<file path="src/hw/rtl/positional_insert_delete_array_top_macros.svh">
// Assertion macros for the positional insert/delete array.
// Both forms sample on clk; the first is masked while rst is high.
`ifndef POSITIONAL_INSERT_DELETE_ARRAY_TOP_MACROS_SVH
`define POSITIONAL_INSERT_DELETE_ARRAY_TOP_MACROS_SVH

`ifndef SYNTHESIS
`define PIDA_ASSERT(name, prop, msg) \
  name: assert property (@(posedge clk) disable iff (rst) prop) else $error(msg);
`define PIDA_ASSERT_ALWAYS(name, prop, msg) \
  name: assert property (@(posedge clk) prop) else $error(msg);
`else
`define PIDA_ASSERT(name, prop, msg)
`define PIDA_ASSERT_ALWAYS(name, prop, msg)
`endif

`endif

</file>
<file path="src/hw/rtl/pida_pkg.sv">
`default_nettype none

package pida_pkg;

  localparam int WORD_W       = 32;
  localparam int OP_W         = 3;
  localparam int ST_W         = 2;
  localparam int DEF_CAPACITY = 16;

  // Operation codes
  localparam logic [OP_W-1:0] OP_CLEAR  = 3'd0;
  localparam logic [OP_W-1:0] OP_APPEND = 3'd1;
  localparam logic [OP_W-1:0] OP_INSERT = 3'd2;
  localparam logic [OP_W-1:0] OP_DELETE = 3'd3;
  localparam logic [OP_W-1:0] OP_DUMP   = 3'd4;

  // Status codes
  localparam logic [ST_W-1:0] ST_OK    = 2'd0;
  localparam logic [ST_W-1:0] ST_FULL  = 2'd1;
  localparam logic [ST_W-1:0] ST_EMPTY = 2'd2;
  localparam logic [ST_W-1:0] ST_RANGE = 2'd3;

  // Per-cycle command broadcast to every cell
  typedef enum logic [1:0] {
    CMD_HOLD,
    CMD_INS,
    CMD_DEL,
    CMD_ROT
  } pida_cmd_t;

  // word: new value on insert, front element on rotate
  typedef struct packed {
    pida_cmd_t         cmd;
    logic [WORD_W-1:0] word;
  } pida_ctl_t;

endpackage

`default_nettype wire

</file>
<file path="src/hw/rtl/pida_cell.sv">
`default_nettype none

// One slot of the list. Takes its own word, a neighbor's word or the
// broadcast word, depending on the command and where it sits.
module pida_cell
  import pida_pkg::*;
#(
  parameter int CNT_W = 5,
  parameter int IDX   = 0
) (
  input  wire logic              clk,
  input  wire pida_ctl_t         ctl,
  input  wire logic [CNT_W-1:0]  pos,
  input  wire logic [CNT_W-1:0]  cnt,
  input  wire logic [WORD_W-1:0] lower_word,
  input  wire logic [WORD_W-1:0] upper_word,
  output logic      [WORD_W-1:0] word
);

  localparam logic [CNT_W-1:0] IDX_V   = CNT_W'(IDX);
  localparam logic [CNT_W-1:0] IDX_NXT = CNT_W'(IDX + 1);

  logic [WORD_W-1:0] word_next;

  // Slot update select
  always_comb begin
    word_next = word;
    unique case (ctl.cmd)
      CMD_HOLD: word_next = word;
      CMD_INS: begin
        if (IDX_V == pos) begin
          word_next = ctl.word;
        end else if (IDX_V > pos && IDX_V <= cnt) begin
          word_next = lower_word;
        end
      end
      CMD_DEL: begin
        if (IDX_V >= pos && IDX_NXT < cnt) begin
          word_next = upper_word;
        end
      end
      CMD_ROT: begin
        if (IDX_NXT < cnt) begin
          word_next = upper_word;
        end else if (IDX_NXT == cnt) begin
          word_next = ctl.word;
        end
      end
    endcase
  end

  always_ff @(posedge clk) begin
    word <= word_next;
  end

endmodule

`default_nettype wire

</file>
<file path="src/hw/rtl/positional_insert_delete_array_top.sv">
// Channel | Direction | Handshake          | Fields
// input   | in        | in_valid/in_stall  | operation, position, value
// output  | out       | out_valid/out_stall| status, data, count, last
//
// Clear, append, insert, delete and unknown codes give one transaction each; the
// cell row shifts every slot at once, so these run one a cycle while output is free.
// Dump enters a dump state, then sends one transaction per element held: the row rotates
// toward slot 0 and slot 0 is sent, so it paces at the output channel; input stalls.
// Reset clears the count and the control; slot contents stay undefined.
// Output stall holds the output register; a new item is taken once it frees.
`default_nettype none

`include "positional_insert_delete_array_top_macros.svh"

module positional_insert_delete_array_top
  import pida_pkg::*;
#(
  parameter int CAPACITY = DEF_CAPACITY,
  parameter int CNT_W    = $clog2(CAPACITY + 1)
) (
  input  wire logic                     clk,
  input  wire logic                     rst,
  input  wire logic                     in_valid,
  output logic                          in_stall,
  input  wire logic [OP_W-1:0]          operation,
  input  wire logic [CNT_W-1:0]         position,
  input  wire logic signed [WORD_W-1:0] value,
  output logic                          out_valid,
  input  wire logic                     out_stall,
  output logic [ST_W-1:0]               status,
  output logic signed [WORD_W-1:0]      data,
  output logic [CNT_W-1:0]              count,
  output logic                          last
);

  localparam logic [CNT_W-1:0] CAP_V = CNT_W'(CAPACITY);
  localparam logic [CNT_W-1:0] ONE_V = CNT_W'(1);

  typedef enum logic {
    S_IDLE,
    S_DUMP
  } state_t;

  state_t            state;
  logic [CNT_W-1:0]  cnt;
  logic [CNT_W-1:0]  cnt_next;
  logic [CNT_W-1:0]  dump_left;
  logic [WORD_W-1:0] cell_word [CAPACITY];
  logic [WORD_W-1:0] del_word;
  pida_ctl_t         ctl;
  logic [CNT_W-1:0]  cell_pos;
  logic [ST_W-1:0]   res_status;
  logic [WORD_W-1:0] res_data;
  logic              acc;
  logic              slot_free;
  logic              out_load;

  // Row of cells
  for (genvar g = 0; g < CAPACITY; g++) begin : g_cell
    logic [WORD_W-1:0] lower_w;
    logic [WORD_W-1:0] upper_w;
    if (g == 0) begin : g_lo_end
      assign lower_w = '0;
    end else begin : g_lo
      assign lower_w = cell_word[g-1];
    end
    if (g == CAPACITY - 1) begin : g_hi_end
      assign upper_w = '0;
    end else begin : g_hi
      assign upper_w = cell_word[g+1];
    end
    pida_cell #(
      .CNT_W(CNT_W),
      .IDX  (g)
    ) u_cell (
      .clk       (clk),
      .ctl       (ctl),
      .pos       (cell_pos),
      .cnt       (cnt),
      .lower_word(lower_w),
      .upper_word(upper_w),
      .word      (cell_word[g])
    );
  end

  // Handshake
  assign slot_free = !out_valid || !out_stall;
  assign in_stall  = (state != S_IDLE) || !slot_free;
  assign acc       = in_valid && !in_stall;

  // Output register load
  assign out_load = (state == S_DUMP) ? slot_free
                                      : (acc && !(operation == OP_DUMP && cnt != '0));

  // Word at the delete position
  always_comb begin
    del_word = '0;
    for (int i = 0; i < CAPACITY; i++) begin
      if (position == CNT_W'(i)) begin
        del_word = cell_word[i];
      end
    end
  end

  // Operation decode and cell command
  always_comb begin
    ctl.cmd    = CMD_HOLD;
    ctl.word   = $unsigned(value);
    cell_pos   = position;
    cnt_next   = cnt;
    res_status = ST_OK;
    res_data   = '0;
    if (state == S_DUMP) begin
      if (slot_free) begin
        ctl.cmd  = CMD_ROT;
        ctl.word = cell_word[0];
        cell_pos = '0;
      end
    end else if (acc) begin
      case (operation)
        OP_CLEAR: cnt_next = '0;
        OP_APPEND: begin
          if (cnt == CAP_V) begin
            res_status = ST_FULL;
          end else begin
            ctl.cmd  = CMD_INS;
            cell_pos = cnt;
            cnt_next = cnt + ONE_V;
          end
        end
        OP_INSERT: begin
          if (cnt == CAP_V) begin
            res_status = ST_FULL;
          end else if (position > cnt) begin
            res_status = ST_RANGE;
          end else begin
            ctl.cmd  = CMD_INS;
            cnt_next = cnt + ONE_V;
          end
        end
        OP_DELETE: begin
          if (cnt == '0) begin
            res_status = ST_EMPTY;
          end else if (position >= cnt) begin
            res_status = ST_RANGE;
          end else begin
            ctl.cmd  = CMD_DEL;
            res_data = del_word;
            cnt_next = cnt - ONE_V;
          end
        end
        OP_DUMP: begin
          if (cnt == '0) begin
            res_status = ST_EMPTY;
          end
        end
        default: res_status = ST_OK;
      endcase
    end
  end

  // State, count and output register
  always_ff @(posedge clk) begin
    if (rst) begin
      state     <= S_IDLE;
      cnt       <= '0;
      out_valid <= 1'b0;
    end else begin
      cnt <= cnt_next;
      if (out_load) begin
        out_valid <= 1'b1;
      end else if (!out_stall) begin
        out_valid <= 1'b0;
      end
      unique case (state)
        S_IDLE: begin
          if (acc) begin
            if (operation == OP_DUMP && cnt != '0) begin
              state     <= S_DUMP;
              dump_left <= cnt;
            end else begin
              status    <= res_status;
              data      <= $signed(res_data);
              count     <= cnt_next;
              last      <= 1'b1;
            end
          end
        end
        S_DUMP: begin
          if (slot_free) begin
            status    <= ST_OK;
            data      <= $signed(cell_word[0]);
            count     <= cnt;
            last      <= (dump_left == ONE_V);
            dump_left <= dump_left - ONE_V;
            if (dump_left == ONE_V) begin
              state <= S_IDLE;
            end
          end
        end
      endcase
    end
  end

  // Checks
  `PIDA_ASSERT(a_cnt_bound, (cnt <= CAP_V), "element count above capacity")
  `PIDA_ASSERT(a_dump_nonempty, ((state == S_DUMP) |-> (cnt != '0 && dump_left != '0)),
               "dump running on an empty list")
  `PIDA_ASSERT(a_single_result, ((acc && operation != OP_DUMP) |=> (out_valid && last)),
               "single-result item gave no final transaction")
  `PIDA_ASSERT(a_cnt_step, ((state == S_DUMP) |=> (cnt == $past(cnt))),
               "count changed during dump")

endmodule

`default_nettype wire

</file>
<file path="config.mk">
export PLATFORM = sky130hd
export DESIGN_NAME = positional_insert_delete_array_top
export DESIGN_NICKNAME = d
export VERILOG_FILES = /design/src/hw/rtl/pida_pkg.sv /design/src/hw/rtl/pida_cell.sv /design/src/hw/rtl/positional_insert_delete_array_top.sv
export VERILOG_INCLUDE_DIRS = /design/src /design/src/hw/rtl
export SDC_FILE = /design/constraint.sdc
export NUM_CORES = 2
export LEC_CHECK = 0
export BUFFER_PORTS_ARGS = -buffer_cell sky130_fd_sc_hd__buf_4
export CELL_PAD_IN_SITES_DETAIL_PLACEMENT = 0
export CELL_PAD_IN_SITES_GLOBAL_PLACEMENT = 2
export CORE_MARGIN = 4
export CORE_UTILIZATION = 26
export CTS_CLUSTER_DIAMETER = 30
export CTS_CLUSTER_SIZE = 28
export DETAILED_ROUTE_END_ITERATION = 10
export PLACE_DENSITY_LB_ADDON = 0.1
export REMOVE_ABC_BUFFERS = 1
export SYNTH_ARGS = -nofsm -noshare
export SYNTH_HDL_FRONTEND = slang
export SYNTH_HIERARCHICAL = 1
export SYNTH_SLANG_ARGS = --single-unit
</file>
<file path="constraint.sdc">
create_clock -name clk -period 8.04 [get_ports clk]
set_input_delay 0.402 -clock clk [delete_from_list [all_inputs] [get_ports clk]]
set_output_delay 0.402 -clock clk [all_outputs]
set_load 0.005 [all_outputs]
</file>
==> impl_metrics.ini <==
[worst_setup_path]
critical_path_class = flop to flop
path_max_fanout = 35
crit_buf_inv = 4
reg2reg_to = g_cell[5].u_cell/word[13]
rrSetupSlack_ns = 2.60
crit_arrival_ns = 5.85
crit_chain = buf_4, inv_1, ha_1, nor3b_2, nand2_1, nand2_1, a32o_2, buf_4, nand2_1, or4_4, o211a_1, a221oi_4, buf_4
max_stage_delay_ns = 0.72
cp.required_ns = 8.45
end_kind = flop
reg2regPathDepth = 13
reg2reg_from = cnt[0]
worst_path_dominant_cell_family = simple AND/OR/NAND/NOR gates
slowest_stage = buf_4
start_kind = flop

[global_route]
grtUsageTotal_pct = 25.4
grt_max_degree = 144
grt_pass1_wl_mm = 292
grt_antenna_before_repair = 7
grt_pass1_vias = 34700
grt_overflow = 0

[sta]
fin_crit_sh_pct = 67.7
slew_headroom_pct = 13.4
tightest_slew_ns = 1.30
rsz0062_at_grt = no
skew_ns = 0.0720
finalSetupViolations = 0
drv_slew = 0
hold_viol = 0
clock.fmax_mhz = 184
min_period_ns = 5.44
tns_ns = 0

[routing]
drtIter0Drc = 3394
vias = 34600
ant_nets = 0
wl_met3_mm = 10.9
drt-met1-wl_mm = 96.7
wl_per_cell_um = 35.0
drt_drc_violations_left = 0
dr.max_layer_used = met5
dr_wl_met2_mm = 98.2
wl_mm = 213
first_pass_iters = 6
vias_per_cell = 5.69

[synth]
syn_avg_cell_area_sq_um = 11.0
syn_area_sq_mm = 0.0407
ys_seq_area_share_pct = 41.4
synthArstFlopShare_pct = 0
ys_warn_count = 6
ys.flop_type = edfxtp_1
synth_edf_count = 557
synth_cell_types = 131
yosysTopAreaCell = edfxtp_1
yosysTopAreaCellShare_pct = 41.1
syn_inst = 3683
synth_seq_cells = 564
yosys-top-cells-area = edfxtp_1 41%, mux2i_1 20%, a221o_1 4.8%

[place]
dpl.hpwl_mm = 124
portBuffers = 85
dp_cells = 5687
gp_congestion = 0.792
placed_cell_area_sq_mm = 0.0434

[layout]
utilization_pct = 32.4
layout_commonest_cell = mux2i_1
syn2layout_area_growth_pct = 23.3
drive_gt1_share_pct = 18.6
fill_cells = 15800
final_cell_mix = 808 x mux2i_1, 557 x edfxtp_1, 342 x nand2_1
fin_area_sq_mm = 0.0502
final_nets = 3916
instances_no_fill = 6087

[clock_network]
path_clk_slew_ns = 0.04
clockBufferDepth = 3
cts-htree-levels = 4
root_buffer = clkbuf_16
numCtsBuffers = 214
cts_tree = done
insertion_delay_ns = 0.85
cts_setup_buffers = 0
cts.sinks = 564

[power]
power.switching_uw = 2870
p_per_area_mw_per_mm2 = 230
comb_power_share_pct = 6.0
vdd_drop_max_v = 0.000225
switching_share_pct = 24.9
pwr-share-seq_pct = 28.1
p_leak_uw = 0.0194
intPower_uw = 8650
p_clk_share_pct = 65.9

[min_path]
min_to = cnt[4]
hold_path_startpoint = operation[0]
hold_depth = 4
hold_path_class = primary input to flop

[status]
status = complete, no violations

[run]
drv_cap = 0

[floorplan]
initial_core_util_pct = 26.3
die_h_um = 404
core_area_sq_mm = 0.155
pin_count = 86
rows = 144
die-area_sq_mm = 0.163
die_w_um = 404
## worst register-to-register path, stage by stage (launching register included)
cell      delay [ns]
dfxtp_1         0.29
buf_4           0.27
inv_1           0.25
ha_1            0.24
nor3b_2         0.44
nand2_1         0.22
nand2_1         0.33
a32o_2          0.66
buf_4           0.38
nand2_1         0.09
or4_4           0.67
o211a_1         0.27
a221oi_4        0.19
buf_4           0.72
## state kept, by name, summed over array words and instances, names as in the netlist
| signal | cells |
|---|---|
| g_cell.u_cell/word | 512 |
| cnt | 5 |
| last | 1 |
| dump_left | 5 |
| count | 5 |
| out_valid | 1 |
| status | 2 |
| data | 32 |
| state | 1 |
## power by group through the flow
stage	logic (uW)	clock network (uW)	registers, uW
2_1_floorplan	366	0	3280
3_3_place_gp	688	0	3280
3_5_place_dp	686	0	3280
4_1_cts	690	7710	3230
5_1_grt	727	7930	3230
6_report	694	7600	3230
## metrics by stage
stage,setup WS [ns],power (uW),hold WS [ns]
2_1_floorplan,-28.59,3650,0.471
3_3_place_gp,2.23,3970,0.593
3_5_place_dp,2.25,3970,0.604
4_1_cts,2.58,11600,0.0186
5_1_grt,2.32,11900,0.0893
6_report,2.60,11500,0.0816
## cells by family after synthesis
family                     after synthesis  synth area share [%]
muxes                                  863                  22.0
and+or+nand+nor                        933                  11.9
AOI/OAI and AO/OA                      944                  18.4
adders and majority gates                9                 0.277
DFF                                    564                  41.4
other                                    1               0.00922
buffers and inverters                  364                  5.81
xor gates and xnor gates                 5                 0.108
## worst max path at each step
| stage | from | end | slack, ns | cells after the start |
|---|---|---|---|---|
| floorplan | cnt[4] | g_cell[14].u_cell/word[0] | -28.59 | 11 |
| global placement | position[0] | g_cell[8].u_cell/word[8] | 2.23 | 15 |
| detailed placement | position[0] | g_cell[4].u_cell/word[15] | 2.25 | 14 |
| CTS | cnt[0] | g_cell[5].u_cell/word[13] | 2.58 | 13 |
| global route | cnt[0] | g_cell[5].u_cell/word[13] | 2.32 | 13 |
| finish | cnt[0] | g_cell[5].u_cell/word[13] | 2.60 | 13 |
## cells in the mapped netlist, types with 8 or more instances
| cell type | number |
|---|---|
| o221a_1 | 30 |
| buf_8 | 8 |
| nand2b_1 | 47 |
| buf_6 | 80 |
| buf_4 | 38 |
| mux2i_1 | 808 |
| a2111oi_0 | 14 |
| a221o_2 | 30 |
| o31ai_1 | 24 |
| mux2_4 | 28 |
| a22oi_1 | 73 |
| nand3_1 | 22 |
| a21oi_1 | 221 |
| and2_0 | 32 |
| o21a_1 | 8 |
| nand4_1 | 35 |
| and2_1 | 30 |
| o22ai_1 | 41 |
| a31oi_1 | 18 |
| nand2_1 | 344 |
| a221oi_1 | 13 |
| nor2b_1 | 65 |
| nor3_1 | 45 |
| mux4_2 | 10 |
| o21ai_0 | 61 |
| o211ai_2 | 32 |
| nor2_1 | 162 |
| o211ai_1 | 58 |
| inv_1 | 33 |
| nand3b_1 | 11 |
| and3_1 | 38 |
| a221o_1 | 194 |
| a22o_1 | 8 |
| ha_1 | 9 |
| nor3b_1 | 9 |
| a211oi_1 | 17 |
| clkbuf_1 | 94 |
| and2_2 | 10 |
| edfxtp_1 | 557 |
| mux2_2 | 13 |
| buf_1 | 11 |
| buf_2 | 88 |
## layer usage
layer  vias to the layer above  GRT usage (%)
li1                      14900              -
met1                     18000           34.9
met2                      1369           40.8
met3                       348           3.71
met4                         2           8.78
met5                         -              0
## timing repair
| item | CTS | global route |
|---|---|---|
| resized for setup | 0 | 0 |
| hold buffers | 4 | 0 |
| endpoints found under the hold margin | 8 | 0 |
## final cells by class
class	instances	area (sq um)	share of cell area [%]
Tap cell	2044	2560	5.10
Timing Repair Buffer	228	1790	3.56
Inverter	37	141	0.282
Antenna cell	2	5.00	0.00998
Clock inverter	121	1090	2.18
Clock buffer	273	5620	11.2
Sequential cell	564	16900	33.6
Multi-Input combinational cell	2818	22100	44.0
(Power assumes the default switching activity.)
